===== src/rtl/lpg_pkg.sv =====
// ----------------------------------------------------------------------------
// lpg_pkg
// types and constants shared by the line pixel generator front, queue and back
// ----------------------------------------------------------------------------
`default_nettype none

package lpg_pkg;

    localparam int COORD_W = 8;
    localparam int ERR_W   = 10;
    localparam int ADDR_W  = 16;
    localparam int COL_W   = 8;

    localparam int Q_DEPTH = 2;
    localparam int Q_AW    = $clog2(Q_DEPTH);

    typedef enum logic {
        OP_LOAD = 1'b0,
        OP_STEP = 1'b1
    } t_opcode;

    typedef struct packed {
        t_opcode               opcode;
        logic [COORD_W-1:0]    start_x;
        logic [COORD_W-1:0]    start_y;
        logic [COORD_W-1:0]    target_x;
        logic [COORD_W-1:0]    target_y;
        logic [COORD_W-1:0]    delta_x;
        logic [COORD_W-1:0]    delta_y;
        logic                  step_x_neg;
        logic                  step_y_neg;
        logic signed [ERR_W-1:0] error_init;
        logic [COL_W-1:0]      colour;
        logic                  busy_init;
    } t_cmd;

    typedef struct packed {
        logic          full;
        logic          empty;
        logic [Q_AW:0] count;
    } t_q_status;

endpackage

`default_nettype wire


===== src/rtl/lpg_front.sv =====
// ----------------------------------------------------------------------------
// lpg_front
// accepts input items, classifies them and precomputes line set-up terms
// ----------------------------------------------------------------------------
`default_nettype none

module lpg_front (
    input  wire logic                        i_clk,
    input  wire logic                        i_rst_n,
    input  wire logic                        i_valid,
    output logic                             o_ready,
    input  wire logic                        i_opcode,
    input  wire logic [lpg_pkg::COORD_W-1:0] i_start_x,
    input  wire logic [lpg_pkg::COORD_W-1:0] i_start_y,
    input  wire logic [lpg_pkg::COORD_W-1:0] i_end_x,
    input  wire logic [lpg_pkg::COORD_W-1:0] i_end_y,
    input  wire logic [lpg_pkg::COL_W-1:0]   i_colour,
    output logic                             o_cmd_valid,
    input  wire logic                        i_cmd_ready,
    output lpg_pkg::t_cmd                    o_cmd
);

    logic          r_valid;
    lpg_pkg::t_cmd r_cmd;
    lpg_pkg::t_cmd n_cmd;

    logic [lpg_pkg::COORD_W-1:0] dx;
    logic [lpg_pkg::COORD_W-1:0] dy;
    logic [lpg_pkg::COORD_W:0]   dy_half;

    always_comb begin
        dx      = (i_start_x > i_end_x) ? i_start_x - i_end_x : i_end_x - i_start_x;
        dy      = (i_start_y > i_end_y) ? i_start_y - i_end_y : i_end_y - i_start_y;
        dy_half = ({1'b0, dy} + 9'd1) >> 1;

        n_cmd            = '0;
        n_cmd.opcode     = lpg_pkg::t_opcode'(i_opcode);
        n_cmd.start_x    = i_start_x;
        n_cmd.start_y    = i_start_y;
        n_cmd.target_x   = i_end_x;
        n_cmd.target_y   = i_end_y;
        n_cmd.delta_x    = dx;
        n_cmd.delta_y    = dy;
        n_cmd.step_x_neg = !(i_start_x < i_end_x);
        n_cmd.step_y_neg = !(i_start_y < i_end_y);
        if (dx > dy) begin
            n_cmd.error_init = $signed({{(lpg_pkg::ERR_W-lpg_pkg::COORD_W+1){1'b0}},
                                        dx[lpg_pkg::COORD_W-1:1]});
        end else begin
            n_cmd.error_init = -$signed({{(lpg_pkg::ERR_W-lpg_pkg::COORD_W-1){1'b0}},
                                         dy_half});
        end
        n_cmd.colour     = i_colour;
        n_cmd.busy_init  = !(i_start_x == i_end_x && i_start_y == i_end_y);
    end

    assign o_ready     = !r_valid || i_cmd_ready;
    assign o_cmd_valid = r_valid;
    assign o_cmd       = r_cmd;

    always_ff @(posedge i_clk) begin
        if (!i_rst_n) begin
            r_valid <= 1'b0;
        end else if (i_valid && o_ready) begin
            r_valid <= 1'b1;
        end else if (i_cmd_ready) begin
            r_valid <= 1'b0;
        end
    end

    always_ff @(posedge i_clk) begin
        if (i_valid && o_ready) begin
            r_cmd <= n_cmd;
        end
    end

endmodule

`default_nettype wire


===== src/rtl/lpg_queue.sv =====
// ----------------------------------------------------------------------------
// lpg_queue
// short command queue between the front and the back
// ----------------------------------------------------------------------------
`default_nettype none

module lpg_queue (
    input  wire logic          i_clk,
    input  wire logic          i_rst_n,
    input  wire logic          i_push,
    output logic               o_push_ready,
    input  wire lpg_pkg::t_cmd i_cmd,
    output logic               o_pop_valid,
    input  wire logic          i_pop,
    output lpg_pkg::t_cmd      o_cmd,
    output lpg_pkg::t_q_status o_status
);

    lpg_pkg::t_cmd              r_mem [lpg_pkg::Q_DEPTH];
    logic [lpg_pkg::Q_AW-1:0]   r_wr_ptr;
    logic [lpg_pkg::Q_AW-1:0]   r_rd_ptr;
    logic [lpg_pkg::Q_AW:0]     r_count;
    logic                       do_push;
    logic                       do_pop;

    assign o_push_ready    = (r_count != (lpg_pkg::Q_AW+1)'(lpg_pkg::Q_DEPTH));
    assign o_pop_valid     = (r_count != '0);
    assign do_push         = i_push && o_push_ready;
    assign do_pop          = i_pop && o_pop_valid;
    assign o_cmd           = r_mem[r_rd_ptr];
    assign o_status.full   = !o_push_ready;
    assign o_status.empty  = !o_pop_valid;
    assign o_status.count  = r_count;

    always_ff @(posedge i_clk) begin
        if (!i_rst_n) begin
            r_wr_ptr <= '0;
            r_rd_ptr <= '0;
            r_count  <= '0;
        end else begin
            if (do_push) begin
                r_wr_ptr <= r_wr_ptr + lpg_pkg::Q_AW'(1);
            end
            if (do_pop) begin
                r_rd_ptr <= r_rd_ptr + lpg_pkg::Q_AW'(1);
            end
            if (do_push && !do_pop) begin
                r_count <= r_count + (lpg_pkg::Q_AW+1)'(1);
            end else if (do_pop && !do_push) begin
                r_count <= r_count - (lpg_pkg::Q_AW+1)'(1);
            end
        end
    end

    always_ff @(posedge i_clk) begin
        if (do_push) begin
            r_mem[r_wr_ptr] <= i_cmd;
        end
    end

endmodule

`default_nettype wire


===== src/rtl/lpg_back.sv =====
// ----------------------------------------------------------------------------
// lpg_back
// line state, bresenham step and registered pixel output
// ----------------------------------------------------------------------------
`default_nettype none

module lpg_back #(
    parameter int FB_WIDTH  = 256,
    parameter int FB_HEIGHT = 160
) (
    input  wire logic                        i_clk,
    input  wire logic                        i_rst_n,
    input  wire logic                        i_cmd_valid,
    output logic                             o_cmd_pop,
    input  wire lpg_pkg::t_cmd               i_cmd,
    output logic                             o_valid,
    input  wire logic                        i_ready,
    output logic [lpg_pkg::COORD_W-1:0]      o_pixel_x,
    output logic [lpg_pkg::COORD_W-1:0]      o_pixel_y,
    output logic [lpg_pkg::ADDR_W-1:0]       o_pixel_addr,
    output logic [lpg_pkg::COL_W-1:0]        o_pixel_value,
    output logic                             o_last
);

    localparam int LIM_W = lpg_pkg::COORD_W + 3;
    localparam logic [LIM_W-1:0] X_LIM = LIM_W'(FB_WIDTH - 1);
    localparam logic [LIM_W-1:0] Y_LIM = LIM_W'(FB_HEIGHT - 1);
    localparam logic [lpg_pkg::COORD_W-1:0] ONE = lpg_pkg::COORD_W'(1);

    logic [lpg_pkg::COORD_W-1:0]       r_cur_x;
    logic [lpg_pkg::COORD_W-1:0]       r_cur_y;
    logic [lpg_pkg::COORD_W-1:0]       r_target_x;
    logic [lpg_pkg::COORD_W-1:0]       r_target_y;
    logic [lpg_pkg::COORD_W-1:0]       r_delta_x;
    logic [lpg_pkg::COORD_W-1:0]       r_delta_y;
    logic                              r_step_x_neg;
    logic                              r_step_y_neg;
    logic signed [lpg_pkg::ERR_W-1:0]  r_error;
    logic [lpg_pkg::COL_W-1:0]         r_colour;
    logic                              r_busy;

    logic                              r_out_valid;
    logic [lpg_pkg::COORD_W-1:0]       r_px;
    logic [lpg_pkg::COORD_W-1:0]       r_py;
    logic [lpg_pkg::ADDR_W-1:0]        r_addr;
    logic [lpg_pkg::COL_W-1:0]         r_value;
    logic                              r_last;

    logic                              out_free;
    logic                              produce;
    logic                              move_x;
    logic                              move_y;
    logic signed [lpg_pkg::ERR_W-1:0]  sdx;
    logic signed [lpg_pkg::ERR_W-1:0]  sdy;
    logic signed [lpg_pkg::ERR_W-1:0]  n_error;
    logic [lpg_pkg::COORD_W-1:0]       n_cur_x;
    logic [lpg_pkg::COORD_W-1:0]       n_cur_y;
    logic                              n_busy;
    logic [lpg_pkg::COORD_W-1:0]       n_px;
    logic [lpg_pkg::COORD_W-1:0]       n_py;
    logic [lpg_pkg::ADDR_W-1:0]        n_addr;

    always_comb begin
        out_free  = !r_out_valid || i_ready;
        produce   = i_cmd_valid && (i_cmd.opcode == lpg_pkg::OP_STEP) && r_busy;
        o_cmd_pop = i_cmd_valid && (!produce || out_free);

        sdx     = $signed({{(lpg_pkg::ERR_W-lpg_pkg::COORD_W){1'b0}}, r_delta_x});
        sdy     = $signed({{(lpg_pkg::ERR_W-lpg_pkg::COORD_W){1'b0}}, r_delta_y});
        move_x  = (r_error > -sdx);
        move_y  = (r_error < sdy);
        n_error = r_error - (move_x ? sdy : '0) + (move_y ? sdx : '0);
        n_cur_x = move_x ? (r_step_x_neg ? r_cur_x - ONE : r_cur_x + ONE) : r_cur_x;
        n_cur_y = move_y ? (r_step_y_neg ? r_cur_y - ONE : r_cur_y + ONE) : r_cur_y;
        n_busy  = !(n_cur_x == r_target_x && n_cur_y == r_target_y);

        n_px   = ({3'b000, r_cur_x} > X_LIM) ? X_LIM[lpg_pkg::COORD_W-1:0] : r_cur_x;
        n_py   = ({3'b000, r_cur_y} > Y_LIM) ? Y_LIM[lpg_pkg::COORD_W-1:0] : r_cur_y;
        n_addr = lpg_pkg::ADDR_W'(32'(n_py) * 32'(FB_WIDTH) + 32'(n_px));
    end

    always_ff @(posedge i_clk) begin
        if (!i_rst_n) begin
            r_cur_x      <= '0;
            r_cur_y      <= '0;
            r_target_x   <= '0;
            r_target_y   <= '0;
            r_delta_x    <= '0;
            r_delta_y    <= '0;
            r_step_x_neg <= 1'b0;
            r_step_y_neg <= 1'b0;
            r_error      <= '0;
            r_colour     <= '0;
            r_busy       <= 1'b0;
        end else if (o_cmd_pop) begin
            unique case (i_cmd.opcode)
                lpg_pkg::OP_LOAD: begin
                    r_cur_x      <= i_cmd.start_x;
                    r_cur_y      <= i_cmd.start_y;
                    r_target_x   <= i_cmd.target_x;
                    r_target_y   <= i_cmd.target_y;
                    r_delta_x    <= i_cmd.delta_x;
                    r_delta_y    <= i_cmd.delta_y;
                    r_step_x_neg <= i_cmd.step_x_neg;
                    r_step_y_neg <= i_cmd.step_y_neg;
                    r_error      <= i_cmd.error_init;
                    r_colour     <= i_cmd.colour;
                    r_busy       <= i_cmd.busy_init;
                end
                lpg_pkg::OP_STEP: begin
                    if (r_busy) begin
                        r_cur_x <= n_cur_x;
                        r_cur_y <= n_cur_y;
                        r_error <= n_error;
                        r_busy  <= n_busy;
                    end
                end
                default: begin
                end
            endcase
        end
    end

    always_ff @(posedge i_clk) begin
        if (!i_rst_n) begin
            r_out_valid <= 1'b0;
        end else if (o_cmd_pop && produce) begin
            r_out_valid <= 1'b1;
        end else if (i_ready) begin
            r_out_valid <= 1'b0;
        end
    end

    always_ff @(posedge i_clk) begin
        if (o_cmd_pop && produce) begin
            r_px    <= n_px;
            r_py    <= n_py;
            r_addr  <= n_addr;
            r_value <= r_colour;
            r_last  <= !n_busy;
        end
    end

    assign o_valid       = r_out_valid;
    assign o_pixel_x     = r_px;
    assign o_pixel_y     = r_py;
    assign o_pixel_addr  = r_addr;
    assign o_pixel_value = r_value;
    assign o_last        = r_last;

endmodule

`default_nettype wire


===== src/rtl/line_pixel_generator_core.sv =====
// ----------------------------------------------------------------------------
// line_pixel_generator_core
// bresenham line generator producing one framebuffer pixel write per step
// ----------------------------------------------------------------------------
// input channel (i_valid / o_ready) carries load and step items; a load sets
// the start point, the exclusive end point and the colour and gives no
// output, a step gives one pixel write while a line is in progress and
// nothing when idle
// output channel (o_valid / i_ready) carries clamped column, clamped row, address
// row * FB_WIDTH + column, colour and a last flag on the final pixel
// a step item passes through the front register and a queue entry, and its
// pixel is held in the output register; one item per cycle is sustained while
// the receiver does not stall, set by the bresenham update in the back stage
// the front registers and classifies items, a two-entry queue decouples it
// from the back, so loads and idle steps keep draining while the receiver
// stalls and only steps that make a pixel wait for the output register
// synchronous reset empties the queue, clears the output valid flag and leaves
// the generator idle with all line state at zero
// ----------------------------------------------------------------------------
`default_nettype none

module line_pixel_generator_core #(
    parameter int FB_WIDTH  = 256,
    parameter int FB_HEIGHT = 160
) (
    input  wire logic                        i_clk,
    input  wire logic                        i_rst_n,
    input  wire logic                        i_valid,
    output logic                             o_ready,
    input  wire logic                        i_opcode,
    input  wire logic [lpg_pkg::COORD_W-1:0] i_start_x,
    input  wire logic [lpg_pkg::COORD_W-1:0] i_start_y,
    input  wire logic [lpg_pkg::COORD_W-1:0] i_end_x,
    input  wire logic [lpg_pkg::COORD_W-1:0] i_end_y,
    input  wire logic [lpg_pkg::COL_W-1:0]   i_colour,
    output logic                             o_valid,
    input  wire logic                        i_ready,
    output logic [lpg_pkg::COORD_W-1:0]      o_pixel_x,
    output logic [lpg_pkg::COORD_W-1:0]      o_pixel_y,
    output logic [lpg_pkg::ADDR_W-1:0]       o_pixel_addr,
    output logic [lpg_pkg::COL_W-1:0]        o_pixel_value,
    output logic                             o_last
);

    logic               front_valid;
    logic               q_ready;
    lpg_pkg::t_cmd      front_cmd;
    logic               q_valid;
    logic               q_pop;
    lpg_pkg::t_cmd      q_cmd;
    lpg_pkg::t_q_status q_status;

    lpg_front u_front (
        .i_clk       (i_clk),
        .i_rst_n     (i_rst_n),
        .i_valid     (i_valid),
        .o_ready     (o_ready),
        .i_opcode    (i_opcode),
        .i_start_x   (i_start_x),
        .i_start_y   (i_start_y),
        .i_end_x     (i_end_x),
        .i_end_y     (i_end_y),
        .i_colour    (i_colour),
        .o_cmd_valid (front_valid),
        .i_cmd_ready (q_ready),
        .o_cmd       (front_cmd)
    );

    lpg_queue u_queue (
        .i_clk        (i_clk),
        .i_rst_n      (i_rst_n),
        .i_push       (front_valid),
        .o_push_ready (q_ready),
        .i_cmd        (front_cmd),
        .o_pop_valid  (q_valid),
        .i_pop        (q_pop),
        .o_cmd        (q_cmd),
        .o_status     (q_status)
    );

    lpg_back #(
        .FB_WIDTH  (FB_WIDTH),
        .FB_HEIGHT (FB_HEIGHT)
    ) u_back (
        .i_clk         (i_clk),
        .i_rst_n       (i_rst_n),
        .i_cmd_valid   (q_valid),
        .o_cmd_pop     (q_pop),
        .i_cmd         (q_cmd),
        .o_valid       (o_valid),
        .i_ready       (i_ready),
        .o_pixel_x     (o_pixel_x),
        .o_pixel_y     (o_pixel_y),
        .o_pixel_addr  (o_pixel_addr),
        .o_pixel_value (o_pixel_value),
        .o_last        (o_last)
    );

    a_pixel_in_frame: assert property (@(posedge i_clk) disable iff (!i_rst_n)
        o_valid |-> (32'(o_pixel_x) <= FB_WIDTH - 1 && 32'(o_pixel_y) <= FB_HEIGHT - 1))
        else $error("pixel outside framebuffer");

    a_addr_match: assert property (@(posedge i_clk) disable iff (!i_rst_n)
        o_valid |-> (o_pixel_addr ==
            lpg_pkg::ADDR_W'(32'(o_pixel_y) * 32'(FB_WIDTH) + 32'(o_pixel_x))))
        else $error("pixel address does not match row and column");

    a_front_holds: assert property (@(posedge i_clk) disable iff (!i_rst_n)
        (front_valid && !q_ready) |=> (front_valid && $stable(front_cmd)))
        else $error("front command lost while queue full");

    a_queue_count: assert property (@(posedge i_clk) disable iff (!i_rst_n)
        32'(q_status.count) <= lpg_pkg::Q_DEPTH && !(q_status.full && q_status.empty))
        else $error("queue count out of range");

endmodule

`default_nettype wire

===== config.mk =====
export PLATFORM = sky130hd
export DESIGN_NAME = line_pixel_generator_core
export DESIGN_NICKNAME = d
export VERILOG_FILES = /design/src/rtl/lpg_pkg.sv /design/src/rtl/lpg_front.sv /design/src/rtl/lpg_queue.sv /design/src/rtl/lpg_back.sv /design/src/rtl/line_pixel_generator_core.sv
export SDC_FILE = /design/constraint.sdc
export NUM_CORES = 1
export LEC_CHECK = 0
export BUFFER_PORTS_ARGS = -buffer_cell sky130_fd_sc_hd__buf_2
export CAP_MARGIN = 0
export CORE_MARGIN = 2
export CORE_UTILIZATION = 50
export DETAILED_ROUTE_END_ITERATION = 6
export GPL_TIMING_DRIVEN = 0
export PLACE_DENSITY = 0.79
export SLEW_MARGIN = 25
export SYNTH_ARGS = -nofsm -noshare
export SYNTH_HDL_FRONTEND = slang
export SYNTH_SLANG_ARGS = --single-unit

===== constraint.sdc =====
create_clock -name i_clk -period 10.6 [get_ports i_clk]
set_input_delay 1.06 -clock i_clk [delete_from_list [all_inputs] [get_ports i_clk]]
set_output_delay 1.06 -clock i_clk [all_outputs]
set_load 0.005 [all_outputs]

==> flow_summary.toml <==
[worst_setup_path]
path_class = "reg -> reg"
startpoint_type = "flip-flop"
cp_top_family = "simple AND/OR/NAND/NOR gates"
rr_startpoint = "u_back.r_delta_x[2]"
crit_slowest_cell = "or4_1"
critPathBufInv = 3
r2r-end = "u_back.r_error[8]"
path_max_fanout = 10
end_kind = "flip-flop"
worst_ep_required_time_ps = 11110
cpPeakStageDelay_ps = 580
rrSetupSlack_ps = 3580
rr_worst_depth = 23
crit_arrival_ps = 7540
crit_chain = "or4_1 > or4_1 > xnor2_1 > ha_1 > nand4_1 > nor3_1 > o21a_1 > o311a_1 > clkbuf_1 > clkbuf_1 > clkbuf_1 > and2_1 > fa_1 > fa_1 > nor2b_1 > o21ai_0 > a21boi_0 > o21ai_0 > a21boi_0 > o21ai_0 > nor3b_1 > o311ai_0 > o211a_1"

[layout]
seq_area_mm2 = 0.00858
drive_above_1_share_pct = 13.3
postLayoutCoreUtil_pct = 57.9
multi_input_area_mm2 = 0.00641
antennaDiodeCount = 0
fill_cells = 2466
area_growth_pct = 13.3
nets = 1596

[synth]
ys_ff_latch = 311
synth.most_common_cell = "edfxtp_1"
syn_area_mm2 = 0.0157
synth_area_leaders = "edfxtp_1, dfxtp_1, ha_1"
async_flop_share_pct = 0
synthCells = 1330
avgSynthCellArea_um2 = 11.8
synth.top_cell.area_share_pct = 44.9
netlist_top_cells_count = "edfxtp_1, inv_1, nand2_1"
yosys.area.top_type = "edfxtp_1"
ys_types = 75
yosys_warnings = 0
synth_nets = 1471
synth_ff_type = "edfxtp_1"
seq_area_frac_synth_pct = 54.5
synth_edf_count = 235

[floorplan]
die_area_mm2 = 0.0329
num_rows = 64
die_w_um = 181
io_pins = 88
start_util_pct = 51.1
coreArea_mm2 = 0.0307
die-height_um = 181

[timing]
rsz0062_at_grt = "no"
fin_skew_ps = 15.2
worstMarginPinSlew_ps = 963
maxSlewHeadroom_pct = 35.0
timing.setup.tns_ps = 0
setup_viol = 0
timing.final.max_slew_violations = 0
finalCriticalPeriod_ps = 7020
fin_crit_sh_pct = 66.3
timing.fmax_ghz = 0.142
hold_viol_final = 0

[place]
io_buffers = 86
place_hpwl_um = 26500
gp_congestion = 0.906

[clocking]
tritoncts = "done"
clock_latency_ps = 570
cts.hold.buffers_added = 0
clkSlewWorstSetupHoldPaths_ps = 60
cts.sink_count = 311
post_cts_buffers = 0
cts_buffer_depth = 3
htree_levels = 1
numCtsBuffers = 31
cts-root-buf = "clkbuf_16"
cts.repair.resized = 0

[global_route]
grt_pass1_vias = 10600
grt_pass1_wl_um = 56700
antenna_found_initial = 0
grt_overflow = 0
grt_max_degree = 53
grtUsageTotal_pct = 21.8

[worst_hold_path]
min-delay-start = "u_back.r_colour[6]"
min_path_type = "reg -> reg"
hold_path_depth = 0
min_to = "u_back.o_pixel_value[6]"

[routing]
via_count = 10700
drc = 2
ant_nets = 0
viasPerCell = 5.72
drt_iter0_markers = 1045
firstDrtPassIters = 7
wl_um = 35700
wire_per_inst_um = 19.1

[run_status]
outcome = "finished, violations left"
violations = "design-rule violations"

[power_and_ir_drop]
finalPower_mw = 5.04
p_per_area_mw_per_mm2 = 283
ir_drop_v = 0.000146
leakage_nw = 7.44

[run]
max-cap-violations = 0
## layout by cell type (no fill, tap or decap), drive strengths merged, types with 5 or more instances in the layout
| cell | n |
|---|---|
| mux2 | 18 |
| nor2b | 23 |
| or3 | 5 |
| inv | 123 |
| a211oi | 12 |
| nand4 | 9 |
| edfxtp | 235 |
| fa | 14 |
| a21oi | 62 |
| o211a | 53 |
| o211ai | 16 |
| a21boi | 9 |
| nand2 | 101 |
| ha | 82 |
| a31oi | 8 |
| nand2b | 14 |
| dfxtp | 76 |
| o21ai | 55 |
| and2 | 24 |
| buf | 114 |
| xnor2 | 37 |
| xor2 | 12 |
| clkbuf | 87 |
| o311ai | 6 |
| o22ai | 6 |
| mux2i | 72 |
| o21a | 8 |
| a2111oi | 5 |
| a21o | 16 |
| nand3 | 28 |
| clkinv | 6 |
| nor3b | 6 |
| nor4b | 5 |
| nor3 | 11 |
| nor2 | 51 |
| o31ai | 5 |
## state kept, by name, indices dropped and copies added (netlist names), 10 cells and up, named ones only
name and count:
u_back.o_pixel_addr 16, u_front.o_cmd 70, u_back.r_error 10, u_queue.r_mem 140
## report_power, final
part           internal (mW)  switching [mW]  total [mW]
logic                  0.911            1.32        2.23
clock network          0.629           0.456        1.08
registers               1.56           0.171        1.73
total                   3.10            1.94        5.04
## how the worst max path moves through the flow
stage          slack [ps]           startpoint  cells after the start           endpoint
2_1_floorplan        4850  u_back.r_delta_x[2]                     23  u_back.r_error[8]
3_3_place_gp         3710  u_back.r_delta_x[2]                     23  u_back.r_error[8]
3_5_place_dp         3630  u_back.r_delta_x[2]                     23  u_back.r_error[8]
4_1_cts              3580  u_back.r_delta_x[2]                     23  u_back.r_error[8]
5_1_grt              3070  u_back.r_delta_x[2]                     23  u_back.r_error[8]
6_report             3580  u_back.r_delta_x[2]                     23  u_back.r_error[8]
## per-layer routing
layer  GRT usage (%)  up-vias  routed length (µm)
met2            36.9      401               17000
li1                -     5093                   -
met5               0        -                   0
met1            29.1     5144               15400
met4            7.87        0                1250
met3            2.38       76                2070
## cell type report
type                    instances  share of cell area [%]
clock buffers                  41                    4.68
clock inverters                15                   0.976
flip-flops and latches        311                    48.1
repair buffers                 92                    3.17
well taps                     396                    2.78
inverters                     118                    2.49
multi-input cells             833                    36.0
plain buffers                  68                    1.79
## metrics by stage
stage	hold slack, ps	worst slack (ps)	cells	area [µm²]
2_1_floorplan	409	4850	1330	15700
3_3_place_gp	421	3710	1812	16700
3_5_place_dp	421	3630	1818	16800
4_1_cts	432	3580	1874	17800
5_1_grt	447	3070	1874	17800
6_report	432	3580	1874	17800
## cell families after synthesis
group / Yosys count / share of synthesized area [%]
compound gates: 287 / 13.2
simple gates: 308 / 9.96
flops: 311 / 54.5
fa+ha+maj: 96 / 8.31
xor+xnor: 52 / 3.21
buf+inv: 186 / 4.84
mux: 90 / 5.89
No activity file was read; power rests on OpenSTA's default activity.
